File: src/rtl/core/bmon_pkg.sv
// Shared widths, reset values, register indexes and types of the battery level monitor.
`default_nettype none

package bmon_pkg;

  // Field widths
  localparam int unsigned SAMPLE_W   = 12;
  localparam int unsigned VOLT_W     = 16;
  localparam int unsigned LEVEL_W    = 3;
  localparam int unsigned CFG_ADDR_W = 3;
  localparam int unsigned CFG_DATA_W = 16;
  localparam int unsigned SUM_W      = 18;
  localparam int unsigned NUM_THRESH = 5;

  // Serial divider operand widths
  localparam int unsigned DIV_NUM_W = 20;
  localparam int unsigned DIV_DEN_W = 12;

  // Default burst length
  localparam int unsigned SAMPLES_PER_READING_DEF = 8;

  // Ratiometric scale and debounce limit
  localparam logic [DIV_NUM_W-1:0] VOLT_SCALE   = DIV_NUM_W'(250);
  localparam logic [2:0]           MISMATCH_MAX = 3'd3;

  // Published level after reset and voltage saturation
  localparam logic [LEVEL_W-1:0] PUB_LEVEL_RST = 3'd5;
  localparam logic [VOLT_W-1:0]  VOLT_SAT      = 16'hFFFF;

  // Configuration register indexes
  localparam logic [CFG_ADDR_W-1:0] REG_INTERVAL = 3'd0;
  localparam logic [CFG_ADDR_W-1:0] REG_THRESH0  = 3'd1;
  localparam logic [CFG_ADDR_W-1:0] REG_THRESH1  = 3'd2;
  localparam logic [CFG_ADDR_W-1:0] REG_THRESH2  = 3'd3;
  localparam logic [CFG_ADDR_W-1:0] REG_THRESH3  = 3'd4;
  localparam logic [CFG_ADDR_W-1:0] REG_THRESH4  = 3'd5;

  // Configuration reset values
  localparam logic [VOLT_W-1:0] INTERVAL_RST = 16'd50;
  localparam logic [VOLT_W-1:0] THRESH0_RST  = 16'd340;
  localparam logic [VOLT_W-1:0] THRESH1_RST  = 16'd360;
  localparam logic [VOLT_W-1:0] THRESH2_RST  = 16'd370;
  localparam logic [VOLT_W-1:0] THRESH3_RST  = 16'd385;
  localparam logic [VOLT_W-1:0] THRESH4_RST  = 16'd400;

  // Level thresholds, entry i is the voltage above which the level is at least i+1
  typedef logic [NUM_THRESH-1:0][VOLT_W-1:0] thresh_arr_t;

endpackage

`default_nettype wire

File: src/rtl/core/bmon_if.sv
// Valid/ready channel interfaces for ticks, results and configuration writes.
`default_nettype none

interface bmon_in_if
  import bmon_pkg::*;
  ();
  logic                valid;
  logic                ready;
  logic [SAMPLE_W-1:0] battery_sample;
  logic [SAMPLE_W-1:0] reference_sample;

  modport source (output valid, output battery_sample, output reference_sample, input ready);
  modport sink   (input valid, input battery_sample, input reference_sample, output ready);
endinterface

interface bmon_out_if
  import bmon_pkg::*;
  ();
  logic               valid;
  logic               ready;
  logic [LEVEL_W-1:0] battery_level;
  logic               reading_done;
  logic [VOLT_W-1:0]  measured_voltage;

  modport source (output valid, output battery_level, output reading_done,
                  output measured_voltage, input ready);
  modport sink   (input valid, input battery_level, input reading_done,
                  input measured_voltage, output ready);
endinterface

interface bmon_cfg_if
  import bmon_pkg::*;
  ();
  logic                  valid;
  logic                  ready;
  logic [CFG_ADDR_W-1:0] addr;
  logic [CFG_DATA_W-1:0] data;

  modport source (output valid, output addr, output data, input ready);
  modport sink   (input valid, input addr, input data, output ready);
endinterface

`default_nettype wire

File: src/rtl/core/bmon_div.sv
// Bit-serial restoring divider: one quotient bit per cycle.
`default_nettype none

module bmon_div
  import bmon_pkg::*;
(
  input  wire logic                 clk,
  input  wire logic                 rst_n,
  input  wire logic                 start,
  input  wire logic [DIV_NUM_W-1:0] dividend,
  input  wire logic [DIV_DEN_W-1:0] divisor,
  output logic                      done,
  output logic [DIV_NUM_W-1:0]      quotient
);

  localparam int unsigned CNT_W = $clog2(DIV_NUM_W);
  localparam logic [CNT_W-1:0] LAST_STEP = CNT_W'(DIV_NUM_W - 1);

  logic                 busy_r;
  logic                 done_r;
  logic [CNT_W-1:0]     cnt_r;
  logic [DIV_DEN_W-1:0] rem_r;
  logic [DIV_DEN_W-1:0] den_r;
  logic [DIV_NUM_W-1:0] dq_r;

  logic [DIV_DEN_W:0]   trial;
  logic [DIV_DEN_W+1:0] diff;
  logic                 qbit;

  // Shift next dividend bit into the partial remainder and try a subtract
  assign trial = {rem_r, dq_r[DIV_NUM_W-1]};
  assign diff  = {1'b0, trial} - {2'b00, den_r};
  assign qbit  = ~diff[DIV_DEN_W+1];

  // Load operands on start, then advance one bit per cycle
  always_ff @(posedge clk) begin
    if (!rst_n) begin
      busy_r <= 1'b0;
      done_r <= 1'b0;
      cnt_r  <= '0;
    end else begin
      done_r <= 1'b0;
      if (start) begin
        busy_r <= 1'b1;
        cnt_r  <= '0;
        rem_r  <= '0;
        den_r  <= divisor;
        dq_r   <= dividend;
      end else if (busy_r) begin
        rem_r <= qbit ? diff[DIV_DEN_W-1:0] : trial[DIV_DEN_W-1:0];
        dq_r  <= {dq_r[DIV_NUM_W-2:0], qbit};
        cnt_r <= cnt_r + 1'b1;
        if (cnt_r == LAST_STEP) begin
          busy_r <= 1'b0;
          done_r <= 1'b1;
        end
      end
    end
  end

  assign done     = done_r;
  assign quotient = dq_r;

endmodule

`default_nettype wire

File: src/rtl/core/bmon_level.sv
// Threshold classifier and debounce of the published battery level.
`default_nettype none

module bmon_level
  import bmon_pkg::*;
(
  input  wire logic              clk,
  input  wire logic              rst_n,
  input  wire logic              upd,
  input  wire logic [VOLT_W-1:0] voltage,
  input  wire thresh_arr_t       thresh,
  output logic [LEVEL_W-1:0]     level
);

  logic [LEVEL_W-1:0] level_r;
  logic [2:0]         mis_r;
  logic [LEVEL_W-1:0] cls;
  logic [2:0]         mis_inc;

  // Pick the highest threshold exceeded
  always_comb begin
    cls = '0;
    for (int i = 0; i < NUM_THRESH; i++) begin
      if (voltage > thresh[i]) cls = LEVEL_W'(i + 1);
    end
  end

  assign mis_inc = mis_r + 3'd1;

  // Count differing readings, publish after more than the limit
  always_ff @(posedge clk) begin
    if (!rst_n) begin
      level_r <= PUB_LEVEL_RST;
      mis_r   <= '0;
    end else if (upd) begin
      if (cls != level_r) begin
        if (mis_inc > MISMATCH_MAX) begin
          mis_r   <= '0;
          level_r <= cls;
        end else begin
          mis_r <= mis_inc;
        end
      end else begin
        mis_r <= '0;
      end
    end
  end

  assign level = level_r;

endmodule

`default_nettype wire

File: src/rtl/core/battery_level_monitor_core.sv
// Top level of the battery level monitor: phase sequencer, sums, config and result register.
//
//  channel   dir  handshake            payload
//  in_ch     in   valid/ready          battery_sample[11:0], reference_sample[11:0]
//  out_ch    out  valid/ready          battery_level[2:0], reading_done, measured_voltage[15:0]
//  cfg_ch    in   valid/ready (ready=1) addr[2:0], data[15:0]
//
// Idle and collect ticks are answered directly; the result is registered the cycle after acceptance.
// A finish tick runs two serial divisions by the burst length before its result is registered.
// An analyze tick runs one serial division and a level update; the division is skipped when
// the reference average is zero. Writes to unknown indexes drop.
// Every division goes through the shared divider at one quotient bit per cycle (20 bits).
// A new tick is taken once the previous result has been taken from out_ch.
// Reset (rst_n low at a clock edge) restores all but the result payload and divider data.
`default_nettype none

module battery_level_monitor_core
  import bmon_pkg::*;
#(
  parameter int unsigned SAMPLES_PER_READING = SAMPLES_PER_READING_DEF
) (
  input  wire logic  clk,
  input  wire logic  rst_n,
  bmon_in_if.sink    in_ch,
  bmon_out_if.source out_ch,
  bmon_cfg_if.sink   cfg_ch
);

  localparam int unsigned CNT_W = $clog2(SAMPLES_PER_READING + 1);
  localparam logic [CNT_W-1:0]     SAMPLE_LAST = CNT_W'(SAMPLES_PER_READING);
  localparam logic [DIV_DEN_W-1:0] SAMPLE_DEN  = DIV_DEN_W'(SAMPLES_PER_READING);

  typedef enum logic [1:0] {
    PH_IDLE,
    PH_COLLECT,
    PH_FINISH,
    PH_ANALYZE
  } phase_t;

  typedef enum logic [2:0] {
    ST_READY,
    ST_AVG_BAT,
    ST_AVG_REF,
    ST_VOLT,
    ST_LEVEL,
    ST_PUB
  } state_t;

  // Configuration registers
  logic [VOLT_W-1:0] interval_r;
  thresh_arr_t       thresh_r;

  // Sequencer and measurement state
  state_t               st_r;
  phase_t               phase_r;
  logic [VOLT_W-1:0]    idle_cnt_r;
  logic [CNT_W-1:0]     sample_cnt_r;
  logic [SUM_W-1:0]     bat_sum_r;
  logic [SUM_W-1:0]     ref_sum_r;
  logic [SAMPLE_W-1:0]  bat_avg_r;
  logic [SAMPLE_W-1:0]  ref_avg_r;
  logic [VOLT_W-1:0]    volt_r;

  // Divider request
  logic                 div_start_r;
  logic [DIV_NUM_W-1:0] div_num_r;
  logic [DIV_DEN_W-1:0] div_den_r;
  logic                 div_done;
  logic [DIV_NUM_W-1:0] div_quo;

  // Result register
  logic               out_valid_r;
  logic [LEVEL_W-1:0] out_level_r;
  logic               out_done_r;
  logic [VOLT_W-1:0]  out_volt_r;

  logic               in_fire;
  logic               lvl_upd;
  logic [LEVEL_W-1:0] level;
  logic [VOLT_W-1:0]  idle_cnt_inc;
  logic [CNT_W-1:0]   sample_cnt_inc;
  logic [VOLT_W-1:0]  volt_sat;

  assign in_ch.ready    = (st_r == ST_READY) && !out_valid_r;
  assign in_fire        = in_ch.valid && in_ch.ready;
  assign lvl_upd        = (st_r == ST_LEVEL);
  assign idle_cnt_inc   = idle_cnt_r + 1'b1;
  assign sample_cnt_inc = sample_cnt_r + 1'b1;

  // Double the quotient, clamp at full scale
  assign volt_sat = (div_quo[DIV_NUM_W-1:VOLT_W-1] != '0) ? VOLT_SAT
                                                         : {div_quo[VOLT_W-2:0], 1'b0};

  // Configuration writes
  assign cfg_ch.ready = 1'b1;

  always_ff @(posedge clk) begin
    if (!rst_n) begin
      interval_r  <= INTERVAL_RST;
      thresh_r[0] <= THRESH0_RST;
      thresh_r[1] <= THRESH1_RST;
      thresh_r[2] <= THRESH2_RST;
      thresh_r[3] <= THRESH3_RST;
      thresh_r[4] <= THRESH4_RST;
    end else if (cfg_ch.valid) begin
      case (cfg_ch.addr)
        REG_INTERVAL: interval_r  <= cfg_ch.data;
        REG_THRESH0:  thresh_r[0] <= cfg_ch.data;
        REG_THRESH1:  thresh_r[1] <= cfg_ch.data;
        REG_THRESH2:  thresh_r[2] <= cfg_ch.data;
        REG_THRESH3:  thresh_r[3] <= cfg_ch.data;
        REG_THRESH4:  thresh_r[4] <= cfg_ch.data;
        default: ;
      endcase
    end
  end

  // Phase sequencer, divider requests and result register
  always_ff @(posedge clk) begin
    if (!rst_n) begin
      st_r         <= ST_READY;
      phase_r      <= PH_IDLE;
      idle_cnt_r   <= '0;
      sample_cnt_r <= '0;
      bat_sum_r    <= '0;
      ref_sum_r    <= '0;
      bat_avg_r    <= '0;
      ref_avg_r    <= '0;
      volt_r       <= '0;
      div_start_r  <= 1'b0;
      out_valid_r  <= 1'b0;
    end else begin
      div_start_r <= 1'b0;
      if (out_ch.valid && out_ch.ready) out_valid_r <= 1'b0;

      case (st_r)
        ST_READY: begin
          if (in_fire) begin
            case (phase_r)
              PH_IDLE: begin
                sample_cnt_r <= '0;
                bat_sum_r    <= '0;
                ref_sum_r    <= '0;
                if (idle_cnt_inc > interval_r) begin
                  idle_cnt_r <= '0;
                  phase_r    <= PH_COLLECT;
                end else begin
                  idle_cnt_r <= idle_cnt_inc;
                end
                out_valid_r <= 1'b1;
                out_level_r <= level;
                out_done_r  <= 1'b0;
                out_volt_r  <= volt_r;
              end
              PH_COLLECT: begin
                bat_sum_r <= bat_sum_r + SUM_W'(in_ch.battery_sample);
                ref_sum_r <= ref_sum_r + SUM_W'(in_ch.reference_sample);
                if (sample_cnt_inc >= SAMPLE_LAST) begin
                  sample_cnt_r <= '0;
                  phase_r      <= PH_FINISH;
                end else begin
                  sample_cnt_r <= sample_cnt_inc;
                end
                out_valid_r <= 1'b1;
                out_level_r <= level;
                out_done_r  <= 1'b0;
                out_volt_r  <= volt_r;
              end
              PH_FINISH: begin
                div_num_r   <= DIV_NUM_W'(bat_sum_r);
                div_den_r   <= SAMPLE_DEN;
                div_start_r <= 1'b1;
                st_r        <= ST_AVG_BAT;
              end
              PH_ANALYZE: begin
                phase_r <= PH_IDLE;
                if (ref_avg_r == '0) begin
                  volt_r <= VOLT_SAT;
                  st_r   <= ST_LEVEL;
                end else begin
                  div_num_r   <= DIV_NUM_W'(bat_avg_r) * VOLT_SCALE;
                  div_den_r   <= ref_avg_r;
                  div_start_r <= 1'b1;
                  st_r        <= ST_VOLT;
                end
              end
              default: ;
            endcase
          end
        end
        ST_AVG_BAT: begin
          if (div_done) begin
            bat_avg_r   <= div_quo[SAMPLE_W-1:0];
            div_num_r   <= DIV_NUM_W'(ref_sum_r);
            div_den_r   <= SAMPLE_DEN;
            div_start_r <= 1'b1;
            st_r        <= ST_AVG_REF;
          end
        end
        ST_AVG_REF: begin
          if (div_done) begin
            ref_avg_r   <= div_quo[SAMPLE_W-1:0];
            phase_r     <= PH_ANALYZE;
            out_valid_r <= 1'b1;
            out_level_r <= level;
            out_done_r  <= 1'b0;
            out_volt_r  <= volt_r;
            st_r        <= ST_READY;
          end
        end
        ST_VOLT: begin
          if (div_done) begin
            volt_r <= volt_sat;
            st_r   <= ST_LEVEL;
          end
        end
        ST_LEVEL: begin
          st_r <= ST_PUB;
        end
        ST_PUB: begin
          out_valid_r <= 1'b1;
          out_level_r <= level;
          out_done_r  <= 1'b1;
          out_volt_r  <= volt_r;
          st_r        <= ST_READY;
        end
        default: st_r <= ST_READY;
      endcase
    end
  end

  // Shared serial divider
  bmon_div u_div (
    .clk      (clk),
    .rst_n    (rst_n),
    .start    (div_start_r),
    .dividend (div_num_r),
    .divisor  (div_den_r),
    .done     (div_done),
    .quotient (div_quo)
  );

  // Level classifier and debounce
  bmon_level u_level (
    .clk     (clk),
    .rst_n   (rst_n),
    .upd     (lvl_upd),
    .voltage (volt_r),
    .thresh  (thresh_r),
    .level   (level)
  );

  // Drive result channel
  assign out_ch.valid            = out_valid_r;
  assign out_ch.battery_level    = out_level_r;
  assign out_ch.reading_done     = out_done_r;
  assign out_ch.measured_voltage = out_volt_r;

endmodule

`default_nettype wire

File: src/flat_wrapper.sv
// flat-port wrapper written by rule: the top's interface ports become plain ports
module battery_level_monitor_core_flat import bmon_pkg::*;
#(
  parameter int unsigned SAMPLES_PER_READING = SAMPLES_PER_READING_DEF
)
  (clk, rst_n, in_ch_valid, in_ch_battery_sample, in_ch_reference_sample, in_ch_ready, out_ch_valid, out_ch_battery_level, out_ch_reading_done, out_ch_measured_voltage, out_ch_ready, cfg_ch_valid, cfg_ch_addr, cfg_ch_data, cfg_ch_ready);
  bmon_in_if in_ch_i ();
  bmon_out_if out_ch_i ();
  bmon_cfg_if cfg_ch_i ();
  input  wire logic clk;
  input  wire logic rst_n;
  input wire logic [$bits(in_ch_i.valid)-1:0] in_ch_valid;
  input wire logic [$bits(in_ch_i.battery_sample)-1:0] in_ch_battery_sample;
  input wire logic [$bits(in_ch_i.reference_sample)-1:0] in_ch_reference_sample;
  output wire logic [$bits(in_ch_i.ready)-1:0] in_ch_ready;
  output wire logic [$bits(out_ch_i.valid)-1:0] out_ch_valid;
  output wire logic [$bits(out_ch_i.battery_level)-1:0] out_ch_battery_level;
  output wire logic [$bits(out_ch_i.reading_done)-1:0] out_ch_reading_done;
  output wire logic [$bits(out_ch_i.measured_voltage)-1:0] out_ch_measured_voltage;
  input wire logic [$bits(out_ch_i.ready)-1:0] out_ch_ready;
  input wire logic [$bits(cfg_ch_i.valid)-1:0] cfg_ch_valid;
  input wire logic [$bits(cfg_ch_i.addr)-1:0] cfg_ch_addr;
  input wire logic [$bits(cfg_ch_i.data)-1:0] cfg_ch_data;
  output wire logic [$bits(cfg_ch_i.ready)-1:0] cfg_ch_ready;
  assign in_ch_i.valid = in_ch_valid;
  assign in_ch_i.battery_sample = in_ch_battery_sample;
  assign in_ch_i.reference_sample = in_ch_reference_sample;
  assign in_ch_ready = in_ch_i.ready;
  assign out_ch_valid = out_ch_i.valid;
  assign out_ch_battery_level = out_ch_i.battery_level;
  assign out_ch_reading_done = out_ch_i.reading_done;
  assign out_ch_measured_voltage = out_ch_i.measured_voltage;
  assign out_ch_i.ready = out_ch_ready;
  assign cfg_ch_i.valid = cfg_ch_valid;
  assign cfg_ch_i.addr = cfg_ch_addr;
  assign cfg_ch_i.data = cfg_ch_data;
  assign cfg_ch_ready = cfg_ch_i.ready;
  battery_level_monitor_core #(.SAMPLES_PER_READING(SAMPLES_PER_READING)) u_core (.clk(clk), .rst_n(rst_n), .in_ch(in_ch_i), .out_ch(out_ch_i), .cfg_ch(cfg_ch_i));
endmodule
File: config.mk
export PLATFORM = sky130hd
export DESIGN_NAME = battery_level_monitor_core_flat
export DESIGN_NICKNAME = d
export VERILOG_FILES = /design/src/rtl/core/bmon_pkg.sv /design/src/rtl/core/bmon_if.sv /design/src/rtl/core/bmon_div.sv /design/src/rtl/core/bmon_level.sv /design/src/rtl/core/battery_level_monitor_core.sv /design/src/flat_wrapper.sv
export SDC_FILE = /design/constraint.sdc
export NUM_CORES = 1
export LEC_CHECK = 0
export ABC_CLOCK_PERIOD_IN_PS = 10900
export BUFFER_PORTS_ARGS = -buffer_cell sky130_fd_sc_hd__buf_2
export CORE_MARGIN = 1
export CORE_UTILIZATION = 39
export DETAILED_ROUTE_END_ITERATION = 10
export PLACE_DENSITY_LB_ADDON = 0.2
export RECOVER_POWER = 25
export SYNTH_ARGS = -nofsm -noshare
export SYNTH_HDL_FRONTEND = slang
export SYNTH_SLANG_ARGS = --single-unit
export TNS_END_PERCENT = 20
File: constraint.sdc
create_clock -name clk -period 10.9 [get_ports clk]
set_input_delay 1.09 -clock clk [delete_from_list [all_inputs] [get_ports clk]]
set_output_delay 1.09 -clock clk [all_outputs]
set_load 0.05 [all_outputs]
==> run summary, run 1 <==
* 8.82% — share of layout cells above drive strength 1
* 13900 — total via count after detailed routing
* 0.418 ns — Hold WS
* 0.0331 ns — clock skew
* 8.95 um2 — mean area per synthesized cell
* 77 — row count
* 86 — critical path peak fanout
* 0 — antenna-violating nets left
* 754 — drt initial violations
* primary input — critical path launch point type
* 0 — Antenna Cells
* 40.0% — fraction of the yosys area taken by sequential cells
* 0 — hold violation total from the final report
* 0.56 ns — clock latency of the later-clocked register in the worst-skew pair
* 1990 — cell count after synthesis
* 8.02 nW — Leak Pwr
* sky130_fd_sc_hd__dfxtp_1 — commonest register cell after synthesis
* 11.38 ns — data required time at the worst endpoint
* 5.23 — ratio of routed vias to standard cells
* 0 — final global-route overflow total
* 87 — maximum number of pins on one net before global-route repair
* finished with violations — run status
* 305 x sky130_fd_sc_hd__nand2_1, 212 x sky130_fd_sc_hd__dfxtp_1, 191 x sky130_fd_sc_hd__inv_1 — commonest non-fill, non-tap cells in the layout
* 2656 — fin cells
* 17.1 um — Wirelength per Cell
* 12.0% — Area growth, synth to finish
* 17800 um2 — area of the mapped netlist
* 0 — number of DRC violations after detailed routing
* 46500 um2 — die area
* 128 nW/um2 — power per cell area
* sky130_fd_sc_hd__clkbuf_16 — root buffer cell
* no — setup repair after global routing missed its margin
* 0.0933 mV — largest vdd supply drop
* 185 MHz — maximum achievable frequency
* 39.9% — starting density of the core
* 2262 — total nets after synthesis
* -111% — Rel. slew slack
* register — Worst setup EP type
* 69 — number of input and output port buffers inserted
* in -> reg — Critical Setup Path Class
* sky130_fd_sc_hd__nand2_1 — most common library cell in the layout ignoring fill and taps
* 72.8 mm — first-pass GRT wire length
* 0% — Post-synth ARST share
* 216 um — die width
* 5 — Pre-antenna DRT Iters
* 69 — distinct cell type count of the synthesized netlist
* 0 — Setup Fix Bufs, Post-CTS
* 2 — Clock H-tree levels
* 32.6 mm — HPWL after DPL
* 45.5 mm — Total Routed Length
* 13600 — number of global-route vias before repair
* 23.8% — Synth top area share
* 4322 — total of fill cells in the finished design
* 3.17 ns — Slew @ Worst Pin
* 96 — Post-synth EDFFs
* 3 — maximum root-to-sink buffer count
* 1 — # Max-Cap Violations
* 0 ns — Fin Setup TNS
* 0 — CTS-repair resized insts
* 71 — Top Ports
* 49.5% — share of the clock period used by the worst path
* 44600 um2 — Floorplan Core Area
* 308 — total of flip-flops plus latches after synthesis
* 5.40 ns — shortest clock period the worst path allows after layout
* 0 — initial antenna violation count
* 0 — cts hold-fix bufs
* 2309 — Final #Nets
* 19.8% — All-Layer GR Usage
* yes — TritonCTS clock tree
* 2.56 mW — Pwr Total
* 0.06 ns — clock edge transition at the registers on the reported setup and hold paths
* 0 — warning count from the yosys run
* 0.828 — RD Place Congestion
* sky130_fd_sc_hd__dfxtp_1 24%, sky130_fd_sc_hd__edfxtp_1 16%, sky130_fd_sc_hd__ha_1 13% — Synth area leaders
* capacitance limit, slew limit — violations in the final reports
* 216 um — die boundary height
* 0 — endpoints failing setup
* 2589 — placed instance count
* 5.88 ns — data arrival time of the critical path
* 38 — number of CTS-inserted buffers
* 56 — max-slew violation total from the final report
* reg -> reg — class of the most critical hold timing path
* sky130_fd_sc_hd__dfxtp_1 — top cell type by total area after synthesis
* 308 — number of sinks driven by the clock tree
==> power by group <==
group | total (mW) | internal [mW] | switching (mW)
combinational | 0.118 | 0.0346 | 0.0836
clock | 1.25 | 0.744 | 0.503
sequential | 1.19 | 1.19 | 0.00547
==> layer usage <==
metal | wire, um | up-vias | global-route usage [%] | part of all wire, %
met3 | 2180 | 73 | 3.35 | 4.8
met1 | 22000 | 6541 | 27.7 | 48
li1 | - | 7007 | - | -
met5 | 0 | - | 0 | 0
met4 | 1110 | 0 | 5.46 | 2.4
met2 | 20200 | 264 | 31.5 | 44
==> final cells by class <==
class	count	area (um2)	share of cell area, %
Inverter	192	723	3.62
Sequential cell	308	7130	35.7
Tap cell	592	741	3.71
Multi-Input combinational cell	1413	9690	48.6
Clock buffer	52	1080	5.43
Clock inverter	15	145	0.727
Timing Repair Buffer	84	447	2.24
==> kinds of logic (layout without fill, tap and decap cells) <==
family                     count (synthesis)  after routing  share of synthesized area [%]
xor gates and xnor gates                  68             68                           3.34
DFF                                      308            308                           40.0
buffers and inverters                    269            343                           5.77
AOI/OAI and AO/OA                        424            424                           14.6
and+or+nand+nor                          658            658                           16.5
muxes                                     38             38                           2.31
other                                      1              1                         0.0210
adders and majority gates                224            224                           17.4
==> worst max-delay path, stage by stage <==
cell,delay [ns]
sky130_fd_sc_hd__buf_2,0.08
sky130_fd_sc_hd__clkbuf_1,2.22
sky130_fd_sc_hd__inv_4,1.01
sky130_fd_sc_hd__buf_4,0.73
sky130_fd_sc_hd__or4_1,0.62
sky130_fd_sc_hd__o21ai_1,0.08
==> sequential cells by signal, indices dropped and copies added (netlist names), 4 cells and up <==
signal	count
u_core.bat_avg_r	12
u_core.bat_sum_r	18
u_core.div_den_r	12
u_core.div_num_r	20
u_core.idle_cnt_r	16
u_core.interval_r	16
u_core.out_ch.measured_voltage	16
u_core.ref_avg_r	12
u_core.ref_sum_r	18
u_core.sample_cnt_r	4
u_core.thresh_r	80
u_core.u_div.cnt_r	5
u_core.u_div.den_r	12
u_core.u_div.quotient	20
u_core.u_div.rem_r	12
u_core.volt_r	16
==> through the flow <==
stage	cell area (um2)	setup WS [ns]	utilization [%]
after floorplan	17800	6.35	-
after global placement	18700	6.10	42.0
after detailed placement	18700	6.00	42.0
after CTS	20000	6.00	44.8
after global routing	20000	5.19	44.7
final	20000	5.50	44.7
==> synth_stat cells (all sizes together), types with 5 or more instances <==
cell,count
a31oi,11
mux2i,16
nor2b,14
mux2,22
or3,21
nor4,11
o31a,7
o31ai,7
nor3b,6
nand4,24
a21boi,5
or4,6
o21a,5
a21o,19
nand3,43
clkbuf,71
o21ai,69
and3,24
and2,11
nor2,147
a21oi,188
nor3,22
nand2,305
a22oi,19
nand2b,11
or2,9
fa,40
a211oi,25
xnor2,45
xor2,23
inv,192
ha,184
buf,6
o22ai,7
o211ai,25
dfxtp,212
o21bai,9
edfxtp,96
==> worst paths after layout <==
path / start / end / slack (ns) / cells after the start
worst max-delay path: rst_n / u_core.idle_cnt_r[11] / 5.50 / 6
worst min-delay path: u_core.div_den_r[8] / u_core.u_div.den_r[8] / 0.42 / 0
worst max register to register: u_core.bat_avg_r[5] / u_core.div_num_r[19] / 5.99 / 17
worst min register to register: u_core.div_den_r[8] / u_core.u_div.den_r[8] / 0.42 / 0
Power figures use the tool's default switching activity.
==> inputs of run 2 (changes only) <==
--- a/config.mk
+++ b/config.mk
@@ -5,7 +5,7 @@
 export SDC_FILE = /design/constraint.sdc
 export NUM_CORES = 1
 export LEC_CHECK = 0
-export ABC_CLOCK_PERIOD_IN_PS = 10900
+export ABC_CLOCK_PERIOD_IN_PS = 4900
 export BUFFER_PORTS_ARGS = -buffer_cell sky130_fd_sc_hd__buf_2
 export CORE_MARGIN = 1
 export CORE_UTILIZATION = 39
==> constraint.sdc (replaced) <==
create_clock -name clk -period 4.9 [get_ports clk]
set_input_delay 0.49 -clock clk [delete_from_list [all_inputs] [get_ports clk]]
set_output_delay 0.49 -clock clk [all_outputs]
set_load 0.05 [all_outputs]
==> run summary, run 2 (same netlist as run 1, synthesis figures left out) <==
* 13400 — number of global-route vias before repair, -1.4%
* 0.195 mV — largest vdd supply drop, +110%
* 5 — Pre-antenna DRT Iters, unchanged
* 281 nW/um2 — power per cell area, +120%
* 2 — Clock H-tree levels, unchanged
* 5.20 ns — data required time at the worst endpoint, -6.18 ns
* fa_1, xor2_1, ha_1, inv_1, fa_1, fa_1, inv_1, ha_1, inv_1, o21bai_1, a21oi_1, o21ai_0, a41o_1, o41a_1, a31oi_2, xor2_1, nor2_1 — cells along the critical path
* 0.56 ns — clock latency of the later-clocked register in the worst-skew pair, about the same
* 0.06 ns — clock edge transition at the registers on the reported setup and hold paths, about the same
* -103% — Rel. slew slack, +8.9 points
* 961 — drt initial violations, +27%
* 7 — critical path peak fanout, -92%
* 5 — # Max-Cap Violations, +4
* 69 — number of input and output port buffers inserted, unchanged
* 71 — Top Ports, unchanged
* 73.3 mm — first-pass GRT wire length, +0.71%
* 20.0% — All-Layer GR Usage, +0.19 points
* 0 — initial antenna violation count, unchanged
* 46.0 mm — Total Routed Length, +1.1%
* reg -> reg — Critical Setup Path Class
* 12.1% — Area growth, synth to finish, about the same
* 0 — hold violation total from the final report, unchanged
* 44600 um2 — Floorplan Core Area, unchanged
* 308 — number of sinks driven by the clock tree, unchanged
* 2663 — fin cells, +0.26%
* 216 um — die boundary height, unchanged
* 46500 um2 — die area, unchanged
* 3.04 ns — Slew @ Worst Pin, -0.133 ns
* 0.52 ns — Critical Path Max Stage Delay, -1.70 ns
* 20000 um2 — Non-Filler Cell Area, Final, about the same
* finished with violations — run status
* 80 — flip-flop count of the largest register, all copies and words added, unchanged
* 216 um — die width, unchanged
* 14000 — total via count after detailed routing, +0.66%
* 0 ns — Fin Setup TNS, unchanged
* 95.5% — share of the clock period used by the worst path
* 4.98 ns — data arrival time of the critical path, -0.90 ns
* 0 — antenna-violating nets left, unchanged
* register — Worst setup EP type
* 4.68 ns — shortest clock period the worst path allows after layout
* register — critical path launch point type
* 2314 — Final #Nets, +0.22%
* 8.01 nW — Leak Pwr, -0.16%
* 0 — cts hold-fix bufs, unchanged
* 5.62 mW — Pwr Total, +120%
* 0.845 — RD Place Congestion, +2.1%
* 32.7 mm — HPWL after DPL, about the same
* 0 — final global-route overflow total, unchanged
* 5.25 — ratio of routed vias to standard cells, +0.40%
* 18800 um2 — placed standard-cell area, +0.21%
* sky130_fd_sc_hd__nand2_1 — most common library cell in the layout ignoring fill and taps
* 214 MHz — maximum achievable frequency
* 3 — Buffers & Inverters on Critical Path, -1
* 0 — Antenna Cells, unchanged
* 0 — number of DRC violations after detailed routing, unchanged
* sky130_fd_sc_hd__fa_1 — Critical Path Slowest Stage Cell
* 17.3 um — Wirelength per Cell, +0.81%
* 0.0293 ns — clock skew, -0.00382 ns
* 44.8% — final core utilization, about the same
* 37 — number of CTS-inserted buffers, -2.6%
* 0 — CTS-repair resized insts, unchanged
* yes — TritonCTS clock tree
* 0 — endpoints failing setup, unchanged
* u_core.thresh_r — register with the highest flop count
* 0 — Setup Fix Bufs, Post-CTS, unchanged
* 305 x sky130_fd_sc_hd__nand2_1, 210 x sky130_fd_sc_hd__dfxtp_1, 189 x sky130_fd_sc_hd__inv_1 — commonest non-fill, non-tap cells in the layout
* 9.37% — share of layout cells above drive strength 1, +0.55 points
* 242 — max-slew violation total from the final report, +330%
* 67 — maximum number of pins on one net before global-route repair, -23%
* 3 — maximum root-to-sink buffer count, unchanged
* in -> reg — class of the most critical hold timing path
* 39.9% — starting density of the core, unchanged
* adder cells — cell family with most CP delay
* sky130_fd_sc_hd__clkbuf_16 — root buffer cell
* 2595 — placed instance count, +0.23%
* capacitance limit, slew limit — violations in the final reports
* 77 — row count, unchanged
run 2: routing by layer:
metal  vias up  GRT usage, %  wire [um]
met2       253          31.9      20600
met1      6660          28.3      22400
met3        61          3.21       2180
met5         -             0          0
li1       7003             -          -
met4         0          4.49        804
run 2: path summary, 6_finish.rpt:
kind | cells after the start | startpoint | to | slack (ns)
worst min-delay path | 3 | out_ch_ready | u_core.out_ch.valid | 0.24
worst max register to register | 17 | u_core.bat_avg_r[1] | u_core.div_num_r[18] | 0.22
worst max-delay path | 17 | u_core.bat_avg_r[1] | u_core.div_num_r[18] | 0.22
worst min register to register | 0 | u_core.div_den_r[7] | u_core.u_div.den_r[7] | 0.42
run 2: cell type report:
class | instances | area [um2]
multi-input combinational | 1413 | 9720
tap | 592 | 741
inverter | 192 | 721
timing repair buffer | 90 | 475
clock inverter | 21 | 159
fill | 4349 | 24600
clock buffer | 47 | 1040
sequential | 308 | 7130
run 2: where the power goes:
part,total (mW),switching (mW),internal [mW]
Combinational,0.265,0.188,0.0767
Sequential,2.65,0.0127,2.64
Clock,2.70,1.14,1.56
run 2: worst register-to-register path, stage by stage (launching register included):
cell and delay [ns]:
sky130_fd_sc_hd__dfxtp_4 0.37, sky130_fd_sc_hd__fa_1 0.52, sky130_fd_sc_hd__xor2_1 0.19, sky130_fd_sc_hd__ha_1 0.28
sky130_fd_sc_hd__inv_1 0.05, sky130_fd_sc_hd__fa_1 0.48, sky130_fd_sc_hd__fa_1 0.52, sky130_fd_sc_hd__inv_1 0.04
sky130_fd_sc_hd__ha_1 0.27, sky130_fd_sc_hd__inv_1 0.11, sky130_fd_sc_hd__o21bai_1 0.12, sky130_fd_sc_hd__a21oi_1 0.21
sky130_fd_sc_hd__o21ai_0 0.17, sky130_fd_sc_hd__a41o_1 0.29, sky130_fd_sc_hd__o41a_1 0.37, sky130_fd_sc_hd__a31oi_2 0.21
sky130_fd_sc_hd__xor2_1 0.17, sky130_fd_sc_hd__nor2_1 0.05
run 2: per-stage QoR:
| step | hold WS [ns] | setup slack [ns] |
|---|---|---|
| after floorplan | 0.400 | 0.351 |
| after global placement | 0.401 | 0.101 |
| after detailed placement | 0.405 | 0.0138 |
| after CTS | 0.202 | 0.00918 |
| after global routing | 0.213 | -0.00565 |
| final | 0.238 | 0.221 |
